==> src/hdl/bpa_div.sv <==
// Page number split into bitmap word index and bit offset.
// DIVISOR is a power of two, so the quotient is a shift and the remainder a mask;
// the result is registered and done pulses in the cycle after start. No package use.
module bpa_div #(
  parameter int DVD_W   = 16,
  parameter int DIVISOR = 32
) (
  input  logic             clk,
  input  logic             rst_n,
  input  logic             start,
  input  logic [DVD_W-1:0] dividend,
  output logic             done,
  output logic [DVD_W-1:0] quo,
  output logic [$clog2(DIVISOR)-1:0] rem
);

  localparam int RM_W = $clog2(DIVISOR);

  logic [DVD_W-1:0] quo_r, quo_nxt;
  logic [RM_W-1:0]  rem_r, rem_nxt;
  logic             done_r, done_nxt;

  always_comb begin
    quo_nxt  = quo_r;
    rem_nxt  = rem_r;
    done_nxt = start;
    if (start) begin
      quo_nxt = dividend >> RM_W;
      rem_nxt = dividend[RM_W-1:0];
    end
  end

  always_ff @(posedge clk) begin
    if (!rst_n) begin
      done_r <= 1'b0;
    end else begin
      done_r <= done_nxt;
    end
  end

  always_ff @(posedge clk) begin
    quo_r <= quo_nxt;
    rem_r <= rem_nxt;
  end

  assign done = done_r;
  assign quo  = quo_r;
  assign rem  = rem_r;

endmodule

==> config.mk <==
export PLATFORM = sky130hd
export DESIGN_NAME = bpa_div
export DESIGN_NICKNAME = d
export VERILOG_FILES = /design/src/hdl/bpa_div.sv
export SDC_FILE = /design/constraint.sdc
export NUM_CORES = 1
export LEC_CHECK = 0
export ABC_AREA = 1
export BUFFER_PORTS_ARGS = -buffer_cell sky130_fd_sc_hd__buf_2
export CORE_MARGIN = 2
export CORE_UTILIZATION = 37
export CTS_CLUSTER_DIAMETER = 150
export DETAILED_ROUTE_END_ITERATION = 8
export HOLD_SLACK_MARGIN = 0.08
export PLACE_DENSITY = 0.75
export SLEW_MARGIN = 20
export SYNTH_ARGS = -nofsm -noshare
export SYNTH_HDL_FRONTEND = slang
export SYNTH_SLANG_ARGS = --single-unit
==> constraint.sdc <==
create_clock -name clk -period 0.8 [get_ports clk]
set_clock_uncertainty 0.2 [all_clocks]
set_input_delay 0.04 -clock clk [delete_from_list [all_inputs] [get_ports clk]]
set_output_delay 0.04 -clock clk [all_outputs]
set_load 0.1 [all_outputs]
==> summary.txt <==
Run status
  • Failing checks: negative hold slack, negative setup slack
  • Outcome: finished with violations

Final layout
  • Net total in the final layout: 85
  • Final Util: between 70% and 80%
  • Top library cells by usage in the layout, fill and taps aside: buf_2 (18), buf_12 (18), edfxtp_1 (16)
  • Final Instance Area: 1030 µm²
  • Number of non-filler instances in the completed layout: 80
  • Synth-to-Final Area Change: 88.4%
  • Count of inserted antenna diode cells: 0
  • Share of layout cells above drive strength 1: between 60% and 70%
  • Filler Cells Inserted: 77

Floorplanning
  • Die area: 1810 µm²
  • Die outline height: 42.5 µm
  • Core area: 1350 µm²
  • Count of standard-cell rows: 13
  • Initial cell density of the core: 40.7%
  • Number of top-level pins: 41
  • Horizontal die dimension: 42.5 µm

Clock network
  • Master cell of the clock root buffer: clkbuf_4
  • Post-cts gate resize count: 0
  • Clock slew seen by the registers of the worst setup and hold paths: 0.09 ns
  • Post-cts hold buffer count: 1
  • Buffer levels on the longest clock path: 2
  • Number of sinks handled by clock tree synthesis: 17
  • Level count of the clock H-tree: 1
  • Post-CTS Setup Bufs: 0
  • CTS tree: built
  • Inserted Clock Buffers: 3

Logic synthesis
  • Most area-consuming cells after synthesis: edfxtp_1 (87%), buf_4 (6.8%), dfxtp_1 (3.6%)
  • Synth Warn #: 0
  • Gate count after technology mapping: 25
  • Number of register bits inferred by synthesis: 17
  • Largest area contributor in the netlist: edfxtp_1
  • Yosys cell types: 6
  • Seq/Total Area, Yosys: just over 90%
  • Share of Yosys cell area claimed by the top area cell type: 87.5%
  • Average cell area after synthesis: 22.0 µm²
  • Synth Cell Area: 549 µm²

GRT
  • Via count of the first global-routing pass: 352
  • Maximum number of pins on one net before global-route repair: 18
  • All-layer global routing usage: 14.0%
  • Initial antenna violation count: 0
  • First-pass GRT wire length: approximately 1700 µm
  • GRT overflow: 0

Placed design
  • Area of placed instances: 997 µm²
  • Cell total after placement: 75
  • Sum of net half-perimeters after detailed placement: 933 µm
  • Final estimated routing congestion in global placement: approximately 0.65
  • Port Buf Inserts: 35

Critical path
  • Critical Path End Type: primary output
  • Cell-by-cell listing of the critical path: buf_12
  • Largest incremental delay on the critical path: about 0.44 ns
  • Maximum fanout along the worst path: 1
  • Cell family with most CP delay: flip-flops
  • Slowest stage cell, crit path: edfxtp_1
  • Required time of the critical path: 0.56 ns
  • Setup crit start kind: register
  • Data arrival, critical path: 0.92 ns
  • Critical path class: reg -> out
  • Sum of buffers and inverters on the critical path: 1

Worst hold path
  • Worst Hold Class: in -> reg
  • Worst Hold Path EP: quo[7]
  • Hold path depth: 1
  • Beginning of the worst hold path: dividend[12]

Drt
  • Post-detailed-route count of antenna-violating nets: 0
  • Total number of vias: 335
  • Total wire length after detailed routing: 1120 µm
  • Total DRC errors in the routed layout: 0
  • Detail-routed net length per standard cell: 14.1 µm
  • Pre-antenna DRT Iters: 4
  • Drt first-iter violations: 1
  • Routed vias/inst: 4.19

STA
  • Crit path time final: ~1.2 ns
  • Final worst-path cycle share: 145%
  • Fin worst setup slack: -0.356 ns
  • Unrepaired setup endpoints after global routing: yes
  • Highest Clock Rate: 865 MHz
  • Setup violations, final: 17
  • Max Slew Vio Count: 0
  • Final hold slack: -0.271 ns
  • Final TNS setup: -5.58 ns
  • Number of hold violations in the final report: 33

Run
  • Max Cap Violations: 0

Pwr
  • Sw Share: 38.1%
  • Static power due to leakage: 0.453 nW
  • Worst-case vdd ir drop: about 0.0016 V
  • NetSw: around 0.94 mW
  • Fraction of power consumed by combinational cells: 37.9%
  • Internal power component: ~1.5 mW
  • Sequential fraction of design power: around 45%
  • Power density over cell area: 2390 nW/µm²
  • Power Total: 2.47 mW
  • Clock power share: 17.3%
## metal layers
metal	global-route usage, %	vias to the layer above	wire length, µm
li1	-	160	-
met1	11.3	146	336
met2	25.8	27	658
met3	3.88	2	102
met4	13.1	0	27
met5	0	-	0
## per-stage QoR
step                hold WS (ns)  setup slack (ns)
finish                    -0.271            -0.356
global route              -0.295            -0.399
CTS                       -0.282            -0.376
detailed placement        0.0183           -0.0540
global placement          0.0166           -0.0203
floorplan                -0.0666            -0.344
## cell families (layout without fill, tap and decap cells)
logic type    count (synthesis)  after routing  synth area share [%]
flops                        17             17                  91.1
buf+inv                       6             42                  7.52
other cells                   1              5                 0.683
simple gates                  1              1                 0.683
## Yosys cell counts
| master | count |
|---|---|
| buf_4 | 5 |
| conb_1 | 1 |
| dfxtp_1 | 1 |
| edfxtp_1 | 16 |
| inv_1 | 1 |
| nand2_1 | 1 |
## layout make-up
cell class                      count  area (µm²)  share of cell area [%]
Inverter                            1        3.75                   0.363
Multi-Input combinational cell      6        22.5                    2.18
Clock buffer                        3        22.5                    2.18
Sequential cell                    17         502                    48.5
Tap cell                           15        18.8                    1.81
Clock inverter                      1        5.00                   0.484
Timing Repair Buffer               37         460                    44.5
## power groups by stage
| stage | logic, mW | registers [mW] | clock network, mW |
|---|---|---|---|
| 3_5_place_dp | 0.936 | 1.13 | 0 |
| 3_3_place_gp | 0.927 | 1.12 | 0 |
| 2_1_floorplan | 0.122 | 1.58 | 0 |
| 4_1_cts | 0.940 | 1.11 | 0.448 |
| 5_1_grt | 0.952 | 1.11 | 0.502 |
| 6_report | 0.937 | 1.11 | 0.426 |
## repair_timing
item,4_1_cts,5_1_grt
pin swaps,0,0
endpoints found under the hold margin,33,33
setup endpoints to repair,17,17
## how the worst max path moves through the flow
stage                    to  slack, ns  depth (start not counted)  startpoint
floorplan            quo[0]      -0.34                          0      quo[0]
global placement     quo[5]      -0.02                          1      quo[5]
detailed placement  quo[10]      -0.05                          1     quo[10]
CTS                 quo[10]      -0.38                          1     quo[10]
global route         rem[1]      -0.40                          1      rem[1]
finish               rem[1]      -0.36                          1      rem[1]
## flip-flops by register name, summed over array words and instances, names as in the netlist
name / flops
quo: 11
rem: 5
done: 1
No activity file was read; power rests on OpenSTA's default activity.
