[src/hdl/bpa_pkg.sv]
// Shared types and constants of the bitmap page allocator.
// No dependencies.
package bpa_pkg;

  localparam int REQ_W      = 2;
  localparam int ADDR_W     = 32;
  localparam int LEN_W      = 32;
  localparam int PADDR_W    = 27;
  localparam int COUNT_W    = 16;
  localparam int TP_W       = 16;
  localparam int APB_DATA_W = 32;
  localparam int APB_ADDR_W = 3;

  localparam logic [TP_W-1:0]    TOTAL_PAGES_RST = 16'd32768;
  localparam logic [COUNT_W-1:0] COUNT_MAX       = 16'hFFFF;

  // register index (paddr[2])
  localparam logic REG_TOTAL_PAGES = 1'b0;

  typedef enum logic [REQ_W-1:0] {
    REQ_ALLOC   = 2'd0,
    REQ_FREE    = 2'd1,
    REQ_RESERVE = 2'd2,
    REQ_RELEASE = 2'd3
  } req_t;

  typedef enum logic [1:0] {
    WOP_ALLOC,
    WOP_SET,
    WOP_CLR
  } wop_t;

  typedef enum logic [3:0] {
    ST_INIT,
    ST_IDLE,
    ST_PREP,
    ST_CLAMP,
    ST_DIV,
    ST_ARD,
    ST_ACHK,
    ST_RD,
    ST_WR,
    ST_DONE
  } state_t;

endpackage

[src/hdl/bpa_word_unit.sv]
// Shared bitmap word unit: range mask, set/clear, lowest free bit search.
// Depends on bpa_pkg for the operation codes.
module bpa_word_unit #(
  parameter int WB = 32
) (
  input  bpa_pkg::wop_t                op,
  input  logic [WB-1:0]                data,
  input  logic [$clog2(WB)-1:0]        lo,
  input  logic [$clog2(WB+1)-1:0]      hi,
  output logic [WB-1:0]                new_data,
  output logic                         found,
  output logic [$clog2(WB)-1:0]        idx
);

  localparam int WB_W = $clog2(WB);
  localparam int HI_W = $clog2(WB + 1);

  logic [WB-1:0] mask;
  logic [WB-1:0] cand;
  logic [WB-1:0] onehot;

  // bits lo .. hi-1
  assign mask  = ({WB{1'b1}} << lo) & ({WB{1'b1}} >> (HI_W'(WB) - hi));
  assign cand  = ~data & mask;
  assign found = |cand;

  always_comb begin
    idx = '0;
    for (int i = WB - 1; i >= 0; i--) begin
      if (cand[i]) idx = WB_W'(i);
    end
  end

  assign onehot = {{(WB-1){1'b0}}, 1'b1} << idx;

  always_comb begin
    case (op)
      bpa_pkg::WOP_ALLOC: new_data = found ? (data | onehot) : data;
      bpa_pkg::WOP_SET:   new_data = data | mask;
      bpa_pkg::WOP_CLR:   new_data = data & ~mask;
      default:            new_data = data;
    endcase
  end

endmodule

[config.mk]
export PLATFORM = sky130hd
export DESIGN_NAME = bpa_word_unit
export DESIGN_NICKNAME = d
export VERILOG_FILES = /design/src/hdl/bpa_pkg.sv /design/src/hdl/bpa_word_unit.sv
export SDC_FILE = /design/constraint.sdc
export NUM_CORES = 1
export LEC_CHECK = 0
export ABC_AREA = 1
export BUFFER_PORTS_ARGS = -buffer_cell sky130_fd_sc_hd__buf_2
export CORE_MARGIN = 2
export CORE_UTILIZATION = 35
export DETAILED_ROUTE_END_ITERATION = 6
export PLACE_DENSITY = 0.6
export SETUP_SLACK_MARGIN = 0.2
export SLEW_MARGIN = 0
export SYNTH_ARGS = -nofsm -noshare
export SYNTH_HDL_FRONTEND = slang
export SYNTH_SLANG_ARGS = --single-unit
[constraint.sdc]
create_clock -name vclk -period 5.5
set_input_delay 0.275 -clock vclk [all_inputs]
set_output_delay 0.275 -clock vclk [all_outputs]
set_load 0.1 [all_outputs]
==> results of run 1 <==
-- power breakdown --
part	total (mW)	internal [mW]	switching (mW)
registers	0	0	0
logic	0.612	0.114	0.498
clock network	0	0	0
total	0.612	0.114	0.498
-- worst min path at each step --
| stage | from | to | slack [ns] | cells past startpoint |
|---|---|---|---|---|
| floorplan | data[9] | idx[4] | 1.10 | 4 |
| global placement | data[26] | new_data[26] | 1.06 | 4 |
| detailed placement | data[25] | new_data[25] | 1.07 | 4 |
| CTS | data[25] | new_data[25] | 1.07 | 4 |
| global route | data[25] | new_data[25] | 1.08 | 4 |
| finish | data[27] | new_data[27] | 1.07 | 4 |
-- Yosys cell counts, types with 3 or more instances --
cell type and number:
nor3_1 10, inv_2 6, nor2_1 46, o21ai_1 15
ha_1 3, a21oi_1 16, inv_1 75, nand2_4 3
a211oi_1 5, nor3_2 3, nand4_1 11, o21bai_1 5
nor2_2 9, clkinv_1 3, o21ai_0 51, buf_2 3
nand3_1 58, nand3_4 3, nand2_1 178, a31oi_1 12
clkbuf_1 10, nand2_2 6
-- metal layers --
layer | vias to the layer above | global-route usage | wire length, µm | share of wire
met2 | 130 | 0.4124 | 4593 | 0.45
li1 | 1924 | - | - | -
met3 | 16 | 0.008227 | 488 | 0.048
met4 | 0 | 0.05699 | 206 | 0.020
met5 | - | 0 | 0 | 0
met1 | 1651 | 0.3529 | 4911 | 0.48
-- cells by family after synthesis --
logic type / Yosys count / share of synthesized area
simple gates: 330 / 0.5804
compound gates: 112 / 0.2515
buf+inv: 100 / 0.1535
fa+ha+maj: 3 / 0.01462
-- final cells by class --
| class | instances | share of cell area |
|---|---|---|
| multi-input cells | 445 | 0.7127 |
| inverters | 84 | 0.1033 |
| repair buffers | 86 | 0.1434 |
| well taps | 99 | 0.04057 |
-- cell usage in the layout, fill, tap and decap left out, types with 2 or more instances in the layout --
| master | n |
|---|---|
| nand2_1 | 178 |
| inv_1 | 75 |
| a31o_2 | 2 |
| nor2_1 | 45 |
| nand4_1 | 11 |
| a31oi_1 | 12 |
| nand2_4 | 3 |
| buf_4 | 3 |
| clkinv_1 | 3 |
| nand3_4 | 3 |
| a211oi_1 | 5 |
| nand2_2 | 6 |
| nor3_2 | 3 |
| nor2_2 | 10 |
| ha_1 | 3 |
| nand3_1 | 58 |
| o21ai_1 | 15 |
| nor3_1 | 10 |
| buf_2 | 83 |
| a21oi_2 | 2 |
| o21bai_1 | 5 |
| o21ai_0 | 51 |
| a21oi_1 | 16 |
| inv_2 | 6 |
-- through the flow --
step / std cells / setup slack, ns / area (µm²) / hold slack (ns) / total power, mW
3_3_place_gp: 714 / 0.9604 / 3053 / 1.061 / 0.6078
5_1_grt: 714 / 0.3104 / 3053 / 1.083 / 0.6539
4_1_cts: 714 / 0.9476 / 3053 / 1.071 / 0.6084
3_5_place_dp: 714 / 0.9554 / 3053 / 1.071 / 0.6069
6_report: 714 / 0.8670 / 3053 / 1.071 / 0.6118
2_1_floorplan: 545 / 0.5729 / 2567 / 1.104 / 0.4873
==> flow_summary.ini, run 1 <==
[cells_and_area]
regArea_um2 = 0
nets = 665
seq_cell_count = 0
post_route_cells_drive_above_1_share = 0.2049
post-route-util = 0.4255
area_delta_synth_final_pct = 18.91
antenna_cells = 0
fillers = 859
clock_buffers = 0
multi_input_area_um2 = 2176

[grt]
antenna_found_initial = 0
grt_first_pass_wirelength_um = 15710
first_global_vias = 3215
grt_usage = 0.2475
grt_max_degree = 33
overflow = 0

[synth]
synth_cell_types = 33
synthTopCellsByArea = nand2_1, nand3_1, inv_1
yosysTopAreaCell = nand2_1
syn_nets = 593
syn_avg_cell_area_um2 = 4.711
netlist_area_um2 = 2567
synth_warnings = 0
synth_top_area_share = 0.2602
seq_area_frac_synth = 0
syn_inst = 545

[setup_path]
path_class = primary input to output pin
cp_max_fo = 6
startpoint = hi[0]
max_stage_delay_ns = 0.50
path_buf_inv = 5
cp_top_family = simple AND/OR/NAND/NOR gates
cp-end-kind = output pin
crit_top_cell = nand2_1
cp-endpoint = new_data[11]
crit_arrival_ns = 4.36
required_ns = 5.22
crit_path_top_delay_cell = a211oi_1
path_depth = 27
startpoint_type = primary input

[status]
status = completed

[drt]
wl_um = 10200
drc = 0
first_pass_iters = 6
antenna_left = 0
dr.first_iter.drc_count = 291
routedWlPerCell_um = 14.28
viasPerCell = 5.211
vias = 3721

[floorplan]
io_pins = 83
core_area_um2 = 7176
dieWidth_um = 89.65
num_rows = 31
die_y_um = 89.65
dieArea_um2 = 8037
initial_utilization = 0.3578

[timing]
finalCritPeriodShare = 0.8424
fin_tns_setup_ns = 0
worst_slew_pin_slew_ns = 1.016
finalMaxSlewViolations = 0
fin_crit_ns = 4.633
rsz0062_at_grt = no
slew_headroom = 0.3217
max_freq_ghz = 0.2158
hold_viol = 0
setup_viol = 0

[power]
leakage_nw = 1.689
ir_drop_mv = 0.07571
pwr_density_cell_nw_per_um2 = 200.4

[placement]
gp_routability_congestion = 0.9416
io_buffers = 83
dp_hpwl_um = 8348

[clock_tree]
ctsHoldBuffers = 0
post_cts_buffers = 0
cts.repair.resized = 0

[run]
cap_violations = 0

[worst_hold_path]
hold_path.class = primary input to output pin
No activity file was read; power rests on OpenSTA's default activity.
==> inputs of run 2 (changes only) <==
clock period = 4.6 ns   (was 5.5 ns; I/O delays follow)
==> run 2 against run 1 <==
First-iteration DRC count up 11%. Core utilization grew 8.9 points. Die area is the same. Critical path depth is 2 lower.
==> flow_summary.ini, run 2 (same netlist as run 1, synthesis figures left out) <==
[status]
status = completed

[timing]
worst_slew_pin_slew_ns = 1.017
fin_crit_ns = 4.105
finalCritPeriodShare = 0.8925
worst_slack_ns = 0.4946
setup_viol = 0
hold_viol = 0
finalMaxSlewViolations = 0
fin_tns_setup_ns = 0
max_freq_ghz = 0.2436
slew_headroom = 0.3214
rsz0062_at_grt = yes

[floorplan]
dieWidth_um = 89.65
io_pins = 83
num_rows = 31
initial_utilization = 0.3578
die_y_um = 89.65
core_area_um2 = 7176
dieArea_um2 = 8037

[drt]
antenna_left = 0
wl_um = 10590
first_pass_iters = 7
viasPerCell = 5.325
drc = 0
vias = 3850
routedWlPerCell_um = 14.65
dr.first_iter.drc_count = 324

[grt]
overflow = 0
antenna_found_initial = 0
first_global_vias = 3370
grt_first_pass_wirelength_um = 16260
grt_usage = 0.2540
grt_max_degree = 33

[placement]
dp.cells = 715
gp_routability_congestion = 0.9978
post-place-ws_ns = 0.3158
dp_hpwl_um = 8315
io_buffers = 83

[cells_and_area]
regArea_um2 = 0
stdcell_count = 723
fillers = 797
post-route-util = 0.5147
area_delta_synth_final_pct = 43.86
layout_common_cells = nand2_1, inv_1, nand3_1, buf_2, o21ai_0
post_route_cells_drive_above_1_share = 0.2420
nets = 674
layout_commonest_cell = nand2_1
seq_cell_count = 0
antenna_cells = 0
clock_buffers = 0

[worst_hold_path]
hold_path.class = primary input to output pin
holdPathStages = 4
hold_end = new_data[5]
hp-start = data[5]

[setup_path]
startpoint_type = primary input
required_ns = 4.37
cp_max_fo = 7
path_class = primary input to output pin
crit_arrival_ns = 3.88
startpoint = hi[0]
cp-end-kind = output pin

[power]
ir_drop_mv = 0.1143
leakage_nw = 1.891
pwr_density_cell_nw_per_um2 = 236.1

[run]
cap_violations = 0

[clock_tree]
ctsHoldBuffers = 0
[run 2: cell count changes in the layout (fill, tap and decap cells not counted), moves of 4 or more]
cell and delta:
nand3_2 +4, nor2_4 +5, inv_1 -4, buf_4 +8, buf_12 +29, buf_2 -31
[run 2: worst max path at each step]
stage,end,slack (ns),depth (start not counted)
after CTS,new_data[1],0.31,44
final,new_data[11],0.49,25
after detailed placement,new_data[1],0.32,44
after floorplan,new_data[11],0.24,25
after global placement,new_data[1],0.35,44
after global routing,new_data[11],0.14,46
[run 2: layout make-up]
class	instances	area, µm²	area share
Multi-Input combinational cell	446	2303	0.6236
Inverter	84	324.1	0.08774
Timing Repair Buffer	94	942.2	0.2551
Tap cell	99	123.9	0.03354
[run 2: timing repair]
action	4_1_cts	5_1_grt
endpoints found under the hold margin	0	0
setup endpoints to repair	0	31
buffers inserted	0	7
resized for setup	0	32
[run 2: worst max-delay path: stages]
cell and delay, ns:
buf_2 0.12, inv_4 0.09, ha_4 0.15, nand3b_1 0.12, nand2_4 0.10, buf_4 0.12
nand3_2 0.17, a211oi_1 0.53, nand2_1 0.19, nand2_1 0.13, o21bai_1 0.12, a31oi_1 0.11
nor2_1 0.10, o21ai_0 0.10, a31o_2 0.21, nand2_1 0.13, nand2_2 0.15, clkinvlp_4 0.14
nand3_4 0.10, nor2_2 0.13, nand3_1 0.14, nand2_1 0.09, nand2_1 0.05, nand3_1 0.13
buf_12 0.19
[run 2: report_power, final]
part	switching (mW)	internal (mW)	leakage, nW	total, mW
clock	0	0	0	0
combinational	0.630	0.241	1.89	0.872
sequential	0	0	0	0
[run 2: metal layers]
metal,global-route usage,share of wire,vias to the layer above
met5,0,0,-
met4,0.04749,0.019,0
met3,0.01920,0.064,22
met2,0.4291,0.47,160
met1,0.3553,0.44,1725
li1,-,-,1943
[run 2: through the flow]
step	area (µm²)	total power, mW	hold slack, ns
floorplan	2577	0.5867	0.9658
global placement	3506	0.8357	0.8957
detailed placement	3506	0.8373	0.9074
CTS	3506	0.8390	0.9096
global route	3694	0.9237	0.9197
finish	3694	0.8719	0.8817
